## config.mk

```make
export PLATFORM = sky130hd
export DESIGN_NAME = e8ld_pair_decide
export DESIGN_NICKNAME = d
export VERILOG_FILES = /design/src/hdl/e8ld_pkg.sv /design/src/hdl/e8ld_pair_decide.sv
export SDC_FILE = /design/constraint.sdc
export NUM_CORES = 1
export LEC_CHECK = 0
export BUFFER_PORTS_ARGS = -buffer_cell sky130_fd_sc_hd__buf_2
export CELL_PAD_IN_SITES_DETAIL_PLACEMENT = 2
export CELL_PAD_IN_SITES_GLOBAL_PLACEMENT = 2
export CORE_AREA = 10 10 137 139
export DETAILED_ROUTE_END_ITERATION = 6
export DIE_AREA = 0 0 147 149
export GPL_TIMING_DRIVEN = 0
export PLACE_DENSITY_LB_ADDON = 0.1
export REMOVE_ABC_BUFFERS = 1
export SLEW_MARGIN = 15
export SYNTH_ARGS = -nofsm -noshare
export SYNTH_HDL_FRONTEND = slang
export SYNTH_SLANG_ARGS = --single-unit
export TNS_END_PERCENT = 50
```

## constraint.sdc

```tcl
create_clock -name vclk -period 10.8
set_clock_uncertainty 0.1 [all_clocks]
set_input_delay 2.16 -clock vclk [all_inputs]
set_output_delay 2.16 -clock vclk [all_outputs]
set_load 0.01 [all_outputs]
```

## src/hdl/e8ld_pkg.sv

```systemverilog
// Shared constants for the E8 lattice block decoder.
// No dependencies; imported by e8ld_pair_decide and the top level.
`default_nettype none

package e8ld_pkg;

  localparam int COEF_W     = 11;
  localparam int BLOCK_LEN  = 8;
  localparam int PAIR_COUNT = 4;
  localparam int PAIR_IDX_W = 2;
  localparam int NIBBLE_W   = 4;
  localparam int S_TDATA_W  = COEF_W * BLOCK_LEN;   // 88, already whole bytes
  localparam int M_TDATA_W  = 8;

  // Coset selectors: coset 0 is D8 itself, coset 1 is D8 shifted by QHAT/2 on even coords
  localparam logic COSET_ZERO = 1'b0;
  localparam logic COSET_ONE  = 1'b1;

  typedef logic [PAIR_COUNT-1:0] labels_t;
  typedef logic [NIBBLE_W-1:0]   nibble_t;

endpackage

`default_nettype wire

```

## src/hdl/e8ld_pair_decide.sv

```systemverilog
// Label decision for one coordinate pair of a D8 decode.
// Depends on e8ld_pkg (coset codes).
`default_nettype none

module e8ld_pair_decide
  import e8ld_pkg::*;
#(
  parameter int QHAT_BITS = 11
) (
  input  logic                     coset,
  input  logic [2*QHAT_BITS-2:0]   d0_even,
  input  logic [2*QHAT_BITS-2:0]   d1_even,
  input  logic [2*QHAT_BITS-2:0]   d0_odd,
  input  logic [2*QHAT_BITS-2:0]   d1_odd,
  output logic                     label,
  output logic [2*QHAT_BITS-1:0]   chosen,
  output logic [2*QHAT_BITS-1:0]   delta
);

  localparam int PW = 2 * QHAT_BITS;

  logic [PW-1:0] cost_l0;
  logic [PW-1:0] cost_l1;

  // coset 1 swaps the even coordinate's two targets
  always_comb begin
    if (coset == COSET_ONE) begin
      cost_l0 = PW'(d1_even) + PW'(d0_odd);
      cost_l1 = PW'(d0_even) + PW'(d1_odd);
    end else begin
      cost_l0 = PW'(d0_even) + PW'(d0_odd);
      cost_l1 = PW'(d1_even) + PW'(d1_odd);
    end
  end

  // label 0 kept on a tie
  always_comb begin
    if (cost_l1 < cost_l0) begin
      label  = 1'b1;
      chosen = cost_l1;
      delta  = cost_l0 - cost_l1;
    end else begin
      label  = 1'b0;
      chosen = cost_l0;
      delta  = cost_l1 - cost_l0;
    end
  end

endmodule

`default_nettype wire
```

[Word level (Yosys, flattened, before mapping)]
Index checks and enable logic that the tools add are counted.
Storage, ports and cells
  bits in registers: 0
  bits of input ports: 85
  output and inout port bits: 45
  word-level logic and storage cells: 12
Cells by class
  add/subtract/negate cells: 6
  order comparisons: 1
  mux-type cells: 5
Operators with widths (count)
  $add A21 B21 Y22: 4
  $mux W22: 4
  $sub A22 B22 Y22: 2
  $lt A22 B22 Y1: 1
  $mux W1: 1

[Logic depth before layout (Yosys ltp)]
  depth in word-level cells: 4
  mapped depth: 26
  mapped depth without buffers: 24

[Worst setup path after synthesis]
OpenSTA, ideal clock, no wires.
  path kind: input to output
  start: input coset
  end: output delta[2]
  arrival: 7.067 ns
  required time: 8.540 ns
  slack: 1.473 ns
  stages: 22
  buffers on the path: 4
  path through: clkbuf_1 clkbuf_1 mux2_2 ha_1 inv_1 fa_1 nand2b_1 a21o_1 a31oi_1 nor3_1 or3_1 ha_1 clkbuf_1 o2111a_1 or4_1 and2_1 o211a_1 nor3_2 nor3_2 buf_6 mux2i_1 xor2_1
On the way
  cells in the longest elaborated chain, start to end: 3
  elaborated cells between the ends (all ways): 6
  those cells by class: add/sub (2); order compare (1); mux (3)
RTL lines
  start, declared: RTL line e8ld_pair_decide.sv:10  | input logic coset,
  $mux W22: RTL line e8ld_pair_decide.sv:27  | if (coset == COSET_ONE) begin
  $sub A22 B22 Y22 (tied with other cells): RTL line e8ld_pair_decide.sv:45  | delta = cost_l1 - cost_l0;
  $mux W22 (*): RTL line e8ld_pair_decide.sv:38  | if (cost_l1 < cost_l0) begin
  end, declared: RTL line e8ld_pair_decide.sv:17  | output logic [2*QHAT_BITS-1:0] delta
Every way passes the cells marked *; elsewhere a longest branch is shown, timed or not.

[Final worst setup path]
  start: input coset
  end: output delta[13]
The elaborated chain is that of the path after synthesis.

==> results.tsv <==
stage	metric	value	unit
min_path	hold depth	5	
timing	max-slew violation count	0	
global_route	gr usage total	16.7	%
power_and_ir_drop	PD cells	221	nW/um^2
timing	final setup fails	0	
yosys	distinct cell type count after synthesis	63	
die	Initial Util	30.3	%
global_route	first-pass GRT wire length	31100	um
routing	Final ANT Viol Nets	0	
timing	Worst slew margin	34.5	%
global_route	gr ovfl total	0	
routing	Via Count	5476	
timing	Period Utilization, post-route	94.4	%
layout	layout cells sized above 1	23.4	%
yosys	Post-Syn Area	4900	um^2
placement	PortBufs	130	
clock_network	# hold bufs at CTS	0	
yosys	synth cell count leaders	ha_1 (76), inv_1 (62), a21oi_1 (55), nand2_1 (46), nor2_1 (46)	
routing	WL final	19100	um
setup_path	data arrival time of the worst path	7.94	ns
die	Die ar.	21900	um^2
die	num ports	130	
die	DIE WIDTH	147	um
job	Max-cap violations	0	
placement	DP HPWL	17000	um
die	Core Region	16200	um^2
yosys	cell accounting for the most synthesized area	ha_1	
placement	GP Congestion	0.855	
global_route	vias in the first global route	5971	
yosys	share of the synthesized area in the top cell type	19.4	%
routing	DR WL/cell	18.7	um
routing	DRC viols	0	
min_path	Hold Startpoint	d0_odd[20]	
layout	# clk buffers	0	
power_and_ir_drop	Pleak	2.89	nW
placement	DP Worst Slack	-0.0597	ns
run_status	status	finished, final reports clean	
timing	Hold Vio Cnt, Final	0	
die	die height	149	um
setup_path	WP data required	8.54	ns
yosys	Mapped Cells	688	
yosys	most common cell in the netlist	ha_1	
yosys	Seq/Total Area, Yosys	0	%
timing	RSZ-0062 raised after global routing	no	
global_route	largest net degree at the start of global routing	43	
setup_path	crit path kind	input pin to output port	
timing	final worst slack	0.605	ns
setup_path	Critical Path Source Type	input pin	
yosys	Yosys Warn Count	0	
yosys	Synth Area per Inst	7.13	um^2
min_path	Worst Hold Endpoint	chosen[21]	
timing	fmax	0.0981	GHz
setup_path	CP endpoint kind	output port	
power_and_ir_drop	maximum VDD drop	0.0000741	V
layout	Syn-to-layout area delta	18.6	%
routing	first drt pass iteration count	4	
global_route	initial antenna violation count	1	
setup_path	crit-path max FO	42	
die	num rows	47	
yosys	main area contributors after synthesis	ha_1 (19%), mux2_2 (9.6%), xnor2_1 (6.6%), a21oi_1 (5.6%), mux2i_1 (5.3%)	
placement	Placement Cell Area	5780	um^2
min_path	Hold/Removal Path Class	input pin to output port	
timing	Worst-Margin Slew	0.976	ns
routing	Vias/cell	5.35	
timing	min Tclk post-route	10.20	ns
routing	DRT iter0 DRCs	182	
layout	register area	0	um^2
layout	Seq cells	0	
layout	Final Instance Area	5820	um^2
layout	nets	969	
-- through the flow --
stage	TNS [ns]	hold WS, ns	total power [mW]	util (%)	std cells
global placement	-105.24	4.71	1.24	35.4	1016
global route	0	4.80	1.44	36.0	1023
CTS	0	4.74	1.30	35.8	1019
floorplan	0	4.52	0.852	-	666
detailed placement	-0.137	4.74	1.29	35.7	1019
finish	0	4.74	1.29	36.0	1023
-- timing repair --
action / in CTS / in global routing
buffers inserted: 0 / 3
gates resized for setup: 1 / 2
setup endpoints to repair: 3 / 31
pin swaps: 0 / 1
-- critical path, cell delays in order --
cell and delay [ns]:
buf_6 0.30, mux2_2 0.23, ha_1 0.21, inv_1 0.08, fa_1 0.43, nand2b_1 0.20
a211oi_2 0.32, nor2_1 0.11, xnor2_1 0.33, inv_1 0.08, ha_1 0.42, o21a_1 0.16
o21ai_0 0.20, o21ai_0 0.16, o2111a_1 0.18, or4_1 0.54, and2_1 0.19, o211a_1 0.29
nor3_2 0.30, nor3_4 0.11, buf_4 0.17, buf_8 0.15, mux2_2 0.28, xor2_1 0.14
buf_2 0.15
-- cells by family (layout without fill, tap and decap cells) --
group,after synthesis,count (layout),synth area share (%)
other,0,1,0
AOI/OAI and AO/OA,214,214,28.7
and+or+nand+nor,189,189,19.0
xor gates and xnor gates,53,53,9.47
adders and majority gates,80,80,21.0
buffers and inverters,84,198,6.79
muxes,68,68,15.0
-- layer usage --
| layer | track usage, % | up-vias | share of wire, % | routed length (um) |
|---|---|---|---|---|
| li1 | - | 2723 | - | - |
| met5 | 0 | - | 0 | 0 |
| met3 | 1.33 | 2 | 3.2 | 620 |
| met2 | 28.2 | 86 | 46 | 8840 |
| met4 | 0.694 | 0 | 0.25 | 48 |
| met1 | 23.8 | 2665 | 50 | 9610 |
-- layout by cell type (no fill, tap or decap), types with 11 or more instances in the layout --
cell type and n:
a21o_1 31, a21oi_1 55, and2_1 11, buf_2 129, ha_1 76, inv_1 62
mux2_2 42, mux2i_1 26, nand2_1 46, nand2b_1 16, nand3_1 14, nor2_1 46
nor3_1 17, o21ai_0 41, xnor2_1 37, xor2_1 16
-- power breakdown --
part	leakage, nW	internal, mW	switching, mW
logic	2.89	0.538	0.750
clock network	0.00000634	0.0000000124	0
registers	0	0	0
-- how the worst max path moves through the flow --
stage | endpoint | depth (start not counted) | startpoint | slack [ns]
floorplan | delta[13] | 21 | coset | 0.1
finish | delta[13] | 25 | coset | 0.60
global route | delta[2] | 25 | coset | 0.06
global placement | chosen[11] | 22 | coset | -2.63
detailed placement | delta[2] | 25 | coset | -0.06
CTS | delta[2] | 25 | coset | 0.24
-- layout make-up --
type / instances / area [um^2]
multi-input combinational: 604 / 4580
fill: 1977 / 10400
timing repair buffer: 136 / 724
antenna: 1 / 2.50
inverter: 62 / 233
tap: 220 / 275
Power figures use the tool's default switching activity.
